$ cat src/rtl/core/lzwd_pkg.sv
`timescale 1ns / 1ps
// ----------------------------------------------------------------------------
// LZSS window decompressor - shared definitions
// Default geometry, widest supported geometry, phase and command codes, and
// the command record handed from the token parser to the copy engine.
// ----------------------------------------------------------------------------
package lzwd_pkg;

    // Default geometry
    localparam int OFFSET_BITS_DEF = 13;
    localparam int COUNT_BITS_DEF  = 4;
    localparam int MIN_MATCH_DEF   = 3;

    // Widest geometry the command record can carry
    localparam int OFFSET_BITS_MAX = 16;
    localparam int COUNT_BITS_MAX  = 8;
    localparam int LEN_W_MAX       = COUNT_BITS_MAX + 1;

    // Literal body length in bits
    localparam int LIT_BITS = 8;

    // Command queue depth between parser and copy engine
    localparam int CMD_FIFO_DEPTH = 4;

    // Token parser phase
    typedef enum logic [1:0] {
        PH_FLAG  = 2'd0,
        PH_LIT   = 2'd1,
        PH_MATCH = 2'd2
    } phase_t;

    // Command kinds
    typedef enum logic [1:0] {
        CMD_NONE = 2'd0,
        CMD_LIT  = 2'd1,
        CMD_COPY = 2'd2
    } cmd_kind_t;

    // Copy engine state
    typedef enum logic [0:0] {
        BK_IDLE = 1'b0,
        BK_COPY = 1'b1
    } back_state_t;

    // One decoded token, plus the end-of-stream mark of its input byte
    typedef struct packed {
        cmd_kind_t                  kind;
        logic [7:0]                 lit;
        logic [OFFSET_BITS_MAX-1:0] pos;
        logic [LEN_W_MAX-1:0]       len;
        logic                       last;
    } cmd_t;

endpackage

$ cat src/rtl/core/lzwd_cmd_fifo.sv
`timescale 1ns / 1ps
// ----------------------------------------------------------------------------
// LZSS window decompressor - command queue
// Short first-in first-out queue of decoded commands between the token
// parser and the copy engine.
// ----------------------------------------------------------------------------
module lzwd_cmd_fifo
    import lzwd_pkg::*;
(
    input  logic clk,
    input  logic rst_n,
    input  logic push,
    input  cmd_t push_cmd,
    output logic full,
    input  logic pop,
    output logic head_valid,
    output cmd_t head_cmd
);

    localparam int PTR_W = $clog2(CMD_FIFO_DEPTH);
    localparam int CNT_W = $clog2(CMD_FIFO_DEPTH + 1);

    cmd_t             entries [CMD_FIFO_DEPTH];
    logic [PTR_W-1:0] wr_ptr_reg, wr_ptr_next;
    logic [PTR_W-1:0] rd_ptr_reg, rd_ptr_next;
    logic [CNT_W-1:0] count_reg, count_next;
    logic             do_push;
    logic             do_pop;

    assign full       = (count_reg == CNT_W'(CMD_FIFO_DEPTH));
    assign head_valid = (count_reg != '0);
    assign head_cmd   = entries[rd_ptr_reg];
    assign do_push    = push && !full;
    assign do_pop     = pop && head_valid;

    // Advance pointers and occupancy
    always_comb
    begin
        wr_ptr_next = do_push ? wr_ptr_reg + PTR_W'(1) : wr_ptr_reg;
        rd_ptr_next = do_pop  ? rd_ptr_reg + PTR_W'(1) : rd_ptr_reg;
        count_next  = count_reg;
        if (do_push && !do_pop)
        begin
            count_next = count_reg + CNT_W'(1);
        end
        else if (do_pop && !do_push)
        begin
            count_next = count_reg - CNT_W'(1);
        end
    end

    always_ff @(posedge clk or negedge rst_n)
    begin
        if (!rst_n)
        begin
            wr_ptr_reg <= '0;
            rd_ptr_reg <= '0;
            count_reg  <= '0;
        end
        else
        begin
            wr_ptr_reg <= wr_ptr_next;
            rd_ptr_reg <= rd_ptr_next;
            count_reg  <= count_next;
        end
    end

    // Hold queued commands
    always_ff @(posedge clk)
    begin
        if (do_push)
        begin
            entries[wr_ptr_reg] <= push_cmd;
        end
    end

endmodule

$ cat config.mk
export PLATFORM = sky130hd
export DESIGN_NAME = lzwd_cmd_fifo
export DESIGN_NICKNAME = d
export VERILOG_FILES = /design/src/rtl/core/lzwd_pkg.sv /design/src/rtl/core/lzwd_cmd_fifo.sv
export SDC_FILE = /design/constraint.sdc
export NUM_CORES = 1
export LEC_CHECK = 0
export ABC_AREA = 1
export BUFFER_PORTS_ARGS = -buffer_cell sky130_fd_sc_hd__buf_2
export CAP_MARGIN = 20
export CORE_MARGIN = 1
export CORE_UTILIZATION = 39
export DETAILED_ROUTE_END_ITERATION = 8
export PLACE_DENSITY = 0.61
export RECOVER_POWER = 25
export REMOVE_ABC_BUFFERS = 1
export SYNTH_ARGS = -nofsm -noshare
export SYNTH_HDL_FRONTEND = slang
export SYNTH_SLANG_ARGS = --single-unit
$ cat constraint.sdc
create_clock -name clk -period 5.68 [get_ports clk]
set_clock_uncertainty 0.1 [all_clocks]
set_input_delay 0.568 -clock clk [delete_from_list [all_inputs] [get_ports clk]]
set_output_delay 0.568 -clock clk [all_outputs]
set_load 0.02 [all_outputs]
==> impl_metrics.toml <==
[power]
power_density_mw_per_mm2 = 556.9
p_leak_uw = 0.002952
vdd_ir_drop_max_mv = 0.2609

[worst_setup_path]
crit_path_start_kind = "flop"
cpMaxStageDelayCell = "buf_4"
criticalPathCategory = "flop to output pin"
worst-path-buf-inv = 3
cp.required_ns = 5.01
endpoint_kind = "output pin"
cpPeakStageDelay_ns = 0.64
worstPathCellList = "inv_4 > buf_4 > nand2_1 > o211ai_1 > nand2_1 > buf_2"
cp_top_family = "buffers and inverters"
path_common_cell = "nand2_1"
cp_max_fo = 82
crit_arrival_ns = 2.60

[clock_tree]
postCtsSetupBuffers = 0
clkTransAtPathRegs_ns = 0.06
cts_root_buf = "clkbuf_16"
clock-sinks = 151
worstSkewPairLatency_ns = 0.41
cts_max_path_buffers = 2
cts_tree = "yes"
h-tree-depth = 4
numCtsBuffers = 17

[placed_design]
place.gp.congestion = 0.6979
dp.cells = 750
pre_cts_slack_ns = 2.863
port_buffers = 77
place_hpwl_um = 6707
placed_area_mm2 = 0.006716

[final_layout]
post_layout_nonfiller_instances = 783
final_area_mm2 = 0.007333
area_delta_synth_final_pct = 17.60
multi_input_area_mm2 = 0.001196
n_antenna_cell = 0
largest_reg_flops = 144
fillers = 1398
nNetsFinal = 605
seqCellArea_mm2 = 0.004501
drive_above_1_share = 0.1661

[synth]
synth_warnings = 0
synth.most_common_cell = "edfxtp_1"
syn_area_per_cell_um2 = 12.99
synth_edf_count = 144
yosys-top-cells-count = "144 x edfxtp_1, 126 x nand2_1, 86 x inv_1"
synth_ff_type = "edfxtp_1"
synthDistinctLibCells = 18
syn_inst = 480
synth_top_area_cell = "edfxtp_1"
yosys.area.top_type_share = 0.6934
synth.area.top_cells = "edfxtp_1 69%, o211ai_1 8.7%, nand2_1 7.6%"
ys_ff_latch = 151
yosysSeqAreaShare = 0.7215
async_flop_share = 0.04636
netlist_area_mm2 = 0.006236

[run_status]
status = "completed"

[sta]
fmax_mhz = 306.0
relSlewSlack = 0.4243
worst_slack_ns = 2.412
hold_ws_ns = 0.2753
hold_viol_final = 0
setup_tns_ns = 0
post-route-period-util = 0.5753
grt_setup_unrepaired = "no"
slew_viol_final = 0
layout_min_cycle_time_ns = 3.268
setup_viol = 0
tightest_slew_ns = 0.8635

[routing]
wl_per_cell_um = 14.36
ant_nets = 0
wl_um = 11250
drt_pass1_iterations = 4
drt_iter0_markers = 226
drc = 0
avgViaCountPerCell = 4.625
vias = 3621

[floorplan]
ios = 78
row_count = 45
coreArea_mm2 = 0.01543
die_height_um = 128.5
die_x_um = 128.5
start_util = 0.4042
die-area_mm2 = 0.01650

[grt]
grt_start_max_net_pins = 83
antenna_found_initial = 2
grt_pass1_vias = 3446
grt_pass1_wl_um = 17510
grtUsageTotal = 0.1452
grt_overflow = 0

[hold_path]
hold_path.class = "primary input to flop"

[run]
max-cap-violations = 0
## final timing paths
path / from / end / slack [ns] / cells past startpoint
max in group asynchronous: rst_n / rd_ptr_reg[1]$_DFFE_PN0P_ / 4.88 / 2
worst min-delay path: push_cmd[6] / entries[2][6]$_DFFE_PP_ / 0.28 / 1
min in group asynchronous: rst_n / rd_ptr_reg[0]$_DFFE_PN0P_ / 0.42 / 2
worst max register to register: count_reg[0]$_DFFE_PN0P_ / entries[3][2]$_DFFE_PP_ / 3.24 / 5
worst min register to register: wr_ptr_reg[0]$_DFFE_PN0P_ / wr_ptr_reg[0]$_DFFE_PN0P_ / 0.44 / 2
worst max-delay path: rd_ptr_reg[0]$_DFFE_PN0P_ / head_cmd[27] / 2.41 / 6
## report_power, final
group	switching, uW	internal (uW)	total, uW
Combinational	920	391	1310
Sequential	107	1470	1570
Clock	421	778	1200
Total	1450	2640	4080
## cell usage in the layout, fill, tap and decap left out, types with 3 or more instances in the layout
| master | netlist | routed |
|---|---|---|
| buf_2 | 3 | 53 |
| clkbuf_16 | 0 | 17 |
| bufinv_16 | 0 | 5 |
| buf_4 | 3 | 5 |
| ha_1 | 5 | 5 |
| o211ai_1 | 72 | 72 |
| nand2_1 | 126 | 126 |
| nor2_4 | 0 | 4 |
| dfrtp_1 | 7 | 6 |
| inv_1 | 86 | 86 |
| edfxtp_1 | 144 | 144 |
| clkinv_2 | 0 | 4 |
| clkbuf_1 | 0 | 26 |
| clkinv_4 | 0 | 3 |
| nand3_1 | 7 | 7 |
## worst reg2reg max path, cell delays in order, from the launching register on
cell and delay, ns:
dfrtp_1 0.41, inv_1 0.09, nand3_1 0.19, nand2_1 0.32, nor2_4 0.55, buf_4 0.43
## area by class of cell
| cell class | count | area share |
|---|---|---|
| clock buffers | 19 | 0.05903 |
| clock inverters | 13 | 0.02781 |
| inverters | 88 | 0.04538 |
| multi-input cells | 218 | 0.1631 |
| flip-flops and latches | 151 | 0.6137 |
| well taps | 211 | 0.03600 |
| repair buffers | 83 | 0.05494 |
## cell families after synthesis
group | Yosys count | share of synthesized area
fa+ha+maj | 6 | 0.01324
xor+xnor | 1 | 0.001405
compound gates | 73 | 0.08748
buf+inv | 111 | 0.09149
simple gates | 138 | 0.08487
flops | 151 | 0.7215
## what timing repair did
item / CTS / global route
resized for setup: 0 / 0
hold buffers: 1 / 0
endpoints found under the hold margin: 7 / 0
## metrics by stage
step                  util  power, uW
floorplan                -       2458
detailed placement  0.4354       2942
CTS                 0.4773       4141
global route        0.4753       4320
global placement    0.4354       2916
finish              0.4753       4084
## per-layer routing
metal	up-vias	routed length, um	track usage
met5	-	12	0
met4	2	152	0.06505
met3	18	666	0.04158
met2	84	5341	0.2350
met1	1700	5075	0.1815
li1	1817	-	-
(Power assumes the default switching activity.)
