===== config.mk =====
export PLATFORM = sky130hd
export DESIGN_NAME = lzwd_front_flat
export DESIGN_NICKNAME = d
export VERILOG_FILES = /design/src/rtl/core/lzwd_pkg.sv /design/src/rtl/core/lzwd_in_if.sv /design/src/rtl/core/lzwd_front.sv /design/src/flat_wrapper.sv
export SDC_FILE = /design/constraint.sdc
export NUM_CORES = 1
export LEC_CHECK = 0
export BUFFER_PORTS_ARGS = -buffer_cell sky130_fd_sc_hd__buf_2
export CAP_MARGIN = 10
export CORE_UTILIZATION = 60
export DETAILED_ROUTE_END_ITERATION = 6
export PLACE_DENSITY = 0.9
export SYNTH_ARGS = -nofsm -noshare
export SYNTH_HDL_FRONTEND = slang
export SYNTH_SLANG_ARGS = --single-unit

===== constraint.sdc =====
create_clock -name clk -period 11.79 [get_ports clk]
set_input_delay 2.358 -clock clk [delete_from_list [all_inputs] [get_ports clk]]
set_output_delay 2.358 -clock clk [all_outputs]
set_load 0.01 [all_outputs]

===== src/rtl/core/lzwd_pkg.sv =====
`timescale 1ns / 1ps
// ----------------------------------------------------------------------------
// LZSS window decompressor - shared definitions
// Default geometry, widest supported geometry, phase and command codes, and
// the command record handed from the token parser to the copy engine.
// ----------------------------------------------------------------------------
package lzwd_pkg;

    // Default geometry
    localparam int OFFSET_BITS_DEF = 13;
    localparam int COUNT_BITS_DEF  = 4;
    localparam int MIN_MATCH_DEF   = 3;

    // Widest geometry the command record can carry
    localparam int OFFSET_BITS_MAX = 16;
    localparam int COUNT_BITS_MAX  = 8;
    localparam int LEN_W_MAX       = COUNT_BITS_MAX + 1;

    // Literal body length in bits
    localparam int LIT_BITS = 8;

    // Command queue depth between parser and copy engine
    localparam int CMD_FIFO_DEPTH = 4;

    // Token parser phase
    typedef enum logic [1:0] {
        PH_FLAG  = 2'd0,
        PH_LIT   = 2'd1,
        PH_MATCH = 2'd2
    } phase_t;

    // Command kinds
    typedef enum logic [1:0] {
        CMD_NONE = 2'd0,
        CMD_LIT  = 2'd1,
        CMD_COPY = 2'd2
    } cmd_kind_t;

    // Copy engine state
    typedef enum logic [0:0] {
        BK_IDLE = 1'b0,
        BK_COPY = 1'b1
    } back_state_t;

    // One decoded token, plus the end-of-stream mark of its input byte
    typedef struct packed {
        cmd_kind_t                  kind;
        logic [7:0]                 lit;
        logic [OFFSET_BITS_MAX-1:0] pos;
        logic [LEN_W_MAX-1:0]       len;
        logic                       last;
    } cmd_t;

endpackage


===== src/rtl/core/lzwd_in_if.sv =====
`timescale 1ns / 1ps
// ----------------------------------------------------------------------------
// LZSS window decompressor - compressed byte channel
// Valid/ready channel carrying one compressed byte and its end-of-stream mark.
// ----------------------------------------------------------------------------
interface lzwd_in_if;

    logic       valid;
    logic       ready;
    logic [7:0] in_byte;
    logic       stream_end;

    modport source (output valid, output in_byte, output stream_end, input ready);
    modport sink   (input valid, input in_byte, input stream_end, output ready);

endinterface


===== src/rtl/core/lzwd_front.sv =====
`timescale 1ns / 1ps
// ----------------------------------------------------------------------------
// LZSS window decompressor - token parser
// Takes one compressed byte per request, walks its eight bits MSB first and
// emits at most one literal or copy command per byte into the command queue.
// ----------------------------------------------------------------------------
module lzwd_front
    import lzwd_pkg::*;
#(
    parameter int OFFSET_BITS = OFFSET_BITS_DEF,
    parameter int COUNT_BITS  = COUNT_BITS_DEF,
    parameter int MIN_MATCH   = MIN_MATCH_DEF
)
(
    input  logic     clk,
    input  logic     rst_n,
    lzwd_in_if.sink  in_ch,
    input  logic     fifo_full,
    output logic     push,
    output cmd_t     push_cmd
);

    localparam int BODY_BITS = OFFSET_BITS + COUNT_BITS;
    localparam int GATH_W    = $clog2(BODY_BITS + 1);
    localparam int LEN_W     = COUNT_BITS + 1;

    phase_t               phase_reg, phase_next;
    logic [BODY_BITS-1:0] acc_reg, acc_next;
    logic [GATH_W-1:0]    gath_reg, gath_next;
    logic                 accept;
    logic                 emit;
    cmd_t                 cmd_v;

    assign in_ch.ready = !fifo_full;
    assign accept      = in_ch.valid && in_ch.ready;

    // Walk the byte bit by bit, tracking the token phase
    always_comb
    begin
        phase_t               ph;
        logic [BODY_BITS-1:0] acc;
        logic [GATH_W-1:0]    gath;
        logic                 bit_v;
        logic                 last_bit;
        logic [LEN_W-1:0]     len_v;

        ph       = phase_reg;
        acc      = acc_reg;
        gath     = gath_reg;
        emit     = 1'b0;
        cmd_v    = '0;
        cmd_v.kind = CMD_NONE;
        len_v    = '0;
        for (int b = 7; b >= 0; b--)
        begin
            bit_v    = in_ch.in_byte[b];
            last_bit = in_ch.stream_end && (b == 0);
            if (ph == PH_FLAG)
            begin
                ph   = bit_v ? PH_LIT : PH_MATCH;
                acc  = '0;
                gath = '0;
            end
            else
            begin
                acc  = {acc[BODY_BITS-2:0], bit_v};
                gath = gath + GATH_W'(1);
                if (ph == PH_LIT)
                begin
                    if (gath >= GATH_W'(LIT_BITS))
                    begin
                        // drop a token that ends on the last bit of the stream
                        if (!last_bit)
                        begin
                            emit       = 1'b1;
                            cmd_v.kind = CMD_LIT;
                            cmd_v.lit  = acc[7:0];
                        end
                        ph = PH_FLAG;
                    end
                end
                else if (gath >= GATH_W'(BODY_BITS))
                begin
                    if (!last_bit)
                    begin
                        len_v      = {1'b0, acc[COUNT_BITS-1:0]} + LEN_W'(MIN_MATCH);
                        emit       = 1'b1;
                        cmd_v.kind = CMD_COPY;
                        cmd_v.pos  = OFFSET_BITS_MAX'(acc[BODY_BITS-1:COUNT_BITS]);
                        cmd_v.len  = LEN_W_MAX'(len_v);
                    end
                    ph = PH_FLAG;
                end
            end
        end
        cmd_v.last = in_ch.stream_end;

        // return to the start of a stream after its final byte
        if (in_ch.stream_end)
        begin
            phase_next = PH_FLAG;
            acc_next   = '0;
            gath_next  = '0;
        end
        else
        begin
            phase_next = ph;
            acc_next   = acc;
            gath_next  = gath;
        end
    end

    // Queue a command for a finished token or for the end of a stream
    assign push     = accept && (emit || in_ch.stream_end);
    assign push_cmd = cmd_v;

    // Parser state
    always_ff @(posedge clk or negedge rst_n)
    begin
        if (!rst_n)
        begin
            phase_reg <= PH_FLAG;
            acc_reg   <= '0;
            gath_reg  <= '0;
        end
        else if (accept)
        begin
            phase_reg <= phase_next;
            acc_reg   <= acc_next;
            gath_reg  <= gath_next;
        end
    end

endmodule


===== src/flat_wrapper.sv =====
// flat-port wrapper written by rule: the top's interface ports become plain ports
module lzwd_front_flat import lzwd_pkg::*;
#(
    parameter int OFFSET_BITS = OFFSET_BITS_DEF,
    parameter int COUNT_BITS  = COUNT_BITS_DEF,
    parameter int MIN_MATCH   = MIN_MATCH_DEF
)
  (clk, rst_n, fifo_full, push, push_cmd, in_ch_valid, in_ch_in_byte, in_ch_stream_end, in_ch_ready);
  lzwd_in_if in_ch_i ();
  input  logic clk;
  input  logic rst_n;
  input  logic fifo_full;
  output logic push;
  output cmd_t push_cmd;
  input wire logic [$bits(in_ch_i.valid)-1:0] in_ch_valid;
  input wire logic [$bits(in_ch_i.in_byte)-1:0] in_ch_in_byte;
  input wire logic [$bits(in_ch_i.stream_end)-1:0] in_ch_stream_end;
  output wire logic [$bits(in_ch_i.ready)-1:0] in_ch_ready;
  assign in_ch_i.valid = in_ch_valid;
  assign in_ch_i.in_byte = in_ch_in_byte;
  assign in_ch_i.stream_end = in_ch_stream_end;
  assign in_ch_ready = in_ch_i.ready;
  lzwd_front #(.OFFSET_BITS(OFFSET_BITS), .COUNT_BITS(COUNT_BITS), .MIN_MATCH(MIN_MATCH)) u_core (.clk(clk), .rst_n(rst_n), .in_ch(in_ch_i), .fifo_full(fifo_full), .push(push), .push_cmd(push_cmd));
endmodule

==> results by group <==
Detailed routing
  – Vias: 6677
  – Met3 WL post-DR: 2.71 mm
  – Drt pass-1 iters: 7
  – DRC Markers: 16
  – Routed wl met2: 8.57 mm
  – Routed Antenna Nets: 0
  – First DRT Iteration DRCs: 1124
  – Total wire length: 19.5 mm
  – Vias per inst: 7.57
  – WL met1: 7.56 mm
  – Routed WL per cell: 22.1 um
  – Uppermost routed layer: met5

Worst setup path
  – Path type of the worst setup path: reg2out
  – CP max-delay cell: dfrtp_1
  – Cell family with most CP delay: simple AND/OR/NAND/NOR gates
  – R2r setup slk: 2.92 ns
  – Buffers and inverters on the worst path: 4
  – Crit path max fanout: 15
  – Crit path arrival time: 8.90 ns
  – CP max stage delay: 0.57 ns
  – Critical Path Start Type: register
  – Crit end category: output pin
  – CP most frequent cell: ha_2
  – WP data required: 9.43 ns

Placed design
  – Final HPWL DP: 14.4 mm
  – Routability Congestion: 0.983
  – IO buf count: 43

Global routing
  – Largest net degree at the start of global routing: 34
  – GRT Resource Usage Total: 39.8%
  – Total global routing overflow: 0
  – First-pass GRT wire length: 31.7 mm
  – Number of global-route vias before repair: 6205
  – Initial antenna violation count: 1

Synthesis
  – Most frequent cell after synthesis: nand2_1
  – Async SR Flop Fraction: 100%
  – Synth top cells by count: 87 x nand2_1, 47 x nor2_1, 47 x o21ai_0
  – Unique masters post-synth: 106
  – Synth Instances: 775
  – Largest cells by area after synthesis: dfrtp_1 10%, nand2_1 5.8%, ha_1 4.7%
  – Post-synth EDFFs: 0
  – Yosys top cell area share: 10.2%
  – Flop and latch count out of synthesis: 23
  – Mapped Area: 5620 um2
  – Sequential fraction of the synthesis area: 10.2%
  – Ys flop type: dfrtp_1
  – Top cell type by total area after synthesis: dfrtp_1
  – Syn avg cell area: 7.25 um2
  – Synth warnings: 0

Floorplanning
  – Initial Util: 63.2%
  – Die span in y: 98.8 um
  – # rows: 34
  – Core box area: 8890 um2
  – Num ports: 51
  – Die area: 9760 um2
  – Die width: 98.8 um

Run status
  – Failing checks: design-rule violations
  – Status: finished with violations

Clock tree
  – # Post-CTS Setup Buffers: 0
  – CTS tree: built
  – Clock-pin transition on the worst setup and hold timing paths: 0.10 ns
  – Total clock sinks: 23
  – Cts hold-fix bufs: 0
  – Inserted Clock Buffers: 3
  – Later-pin clock latency in the skew report: 0.28 ns
  – Root Buffer: clkbuf_8
  – H-tree Lvls: 1
  – Maximum clock path buffer count: 2

Timing
  – Setup violators final: 0
  – Setup TNS: 0 ns
  – Max Clock Freq: 88.9 MHz
  – Worst-margin pin slew: 1.26 ns
  – Unrepaired setup endpoints after global routing: no
  – Slew Limit Fails: 0
  – Max_slew headroom: 15.3%
  – Period utilisation layout: 95.4%
  – Final Skew: 0.00335 ns
  – Final hold vios: 0
  – Tmin final: 11.25 ns

Final layout
  – Share of layout cells above drive strength 1: 17.4%
  – Max FFs per register: 16
  – Fin nets: 809
  – Synth-to-layout area growth: 4.39%
  – ANT cells: 0

Min path
  – Hold Crit Class: reg2reg

Run
  – # Max-Cap Violations: 0
-- routing by layer --
layer / vias up / global-route usage, %
met2: 542 / 61.5
li1: 2961 / -
met3: 83 / 11.2
met1: 3089 / 52.6
met5: - / 0
met4: 2 / 14.9
-- repair_timing --
action / 4_1_cts / 5_1_grt
resized for setup: 0 / 11
setup endpoints to repair: 0 / 29
hold endpoints to repair: 0 / 0
-- metrics by stage --
stage | util (%) | hold WS (ns) | worst slack [ns] | instances | cell area, um2
2_1_floorplan | - | 0.449 | 1.39 | 781 | 5640
3_3_place_gp | 64.9 | 0.478 | 0.641 | 878 | 5770
3_5_place_dp | 64.9 | 0.496 | 0.501 | 878 | 5770
4_1_cts | 65.4 | 0.518 | 0.135 | 882 | 5820
5_1_grt | 66.0 | 0.553 | 0.0259 | 882 | 5870
6_report | 66.0 | 0.511 | 0.537 | 882 | 5870
-- worst min-delay path: stages, from the launching register on --
cell,delay [ns]
dfrtp_1,0.37
nand2_1,0.05
o21ai_0,0.06
-- worst paths after layout --
| path | endpoint | depth (start not counted) | from |
|---|---|---|---|
| max | push_cmd[17] | 32 | u_core.gath_reg[0]$_DFFE_PN0P_ |
| min | u_core.acc_reg[15]$_DFFE_PN0P_ | 2 | u_core.acc_reg[15]$_DFFE_PN0P_ |
| max reg2reg | u_core.acc_reg[7]$_DFFE_PN0P_ | 33 | u_core.gath_reg[0]$_DFFE_PN0P_ |
| min reg2reg | u_core.acc_reg[15]$_DFFE_PN0P_ | 2 | u_core.acc_reg[15]$_DFFE_PN0P_ |
| max in group asynchronous | u_core.acc_reg[0]$_DFFE_PN0P_ | 1 | rst_n |
| min in group asynchronous | u_core.acc_reg[13]$_DFFE_PN0P_ | 1 | rst_n |
-- cells by family (layout without fill, tap and decap cells) --
logic type / count (synthesis) / count (layout) / synth area share, %
AND/OR/NAND/NOR: 289 / 289 / 27.1
buffers and inverters: 106 / 99 / 8.75
XOR/XNOR: 28 / 28 / 5.72
multiplexers: 33 / 33 / 6.03
other: 1 / 7 / 0.0667
flip-flops: 23 / 23 / 10.2
AO/OA/AOI/OAI: 274 / 274 / 37.5
adder cells (fa/ha/maj): 21 / 21 / 4.68
-- layout make-up --
type	count	area, um2
Clock buffer	3	41.3
Clock inverter	1	5.00
Fill cell	767	3030
Inverter	35	131
Multi-Input combinational cell	652	4630
Sequential cell	23	576
Tap cell	108	135
Timing Repair Buffer	60	343
-- cells in the final DEF (no fill, tap or decap), drive strengths merged, types with 12 or more instances in the layout --
cell and instances:
a22oi 15, xnor2 12, a21oi 37, and2 12, mux2i 26, o211ai 19
and3 12, inv 35, dfrtp 23, nand3 41, buf 60, nor2 53
o21ai 57, ha 21, a222oi 14, a31oi 15, xor2 13, nand4 15
nor3 30, nand2 91
Power is left out: the tool's default activity adds up to more than one toggle a clock period on the data nets, which glitch-free logic cannot reach.
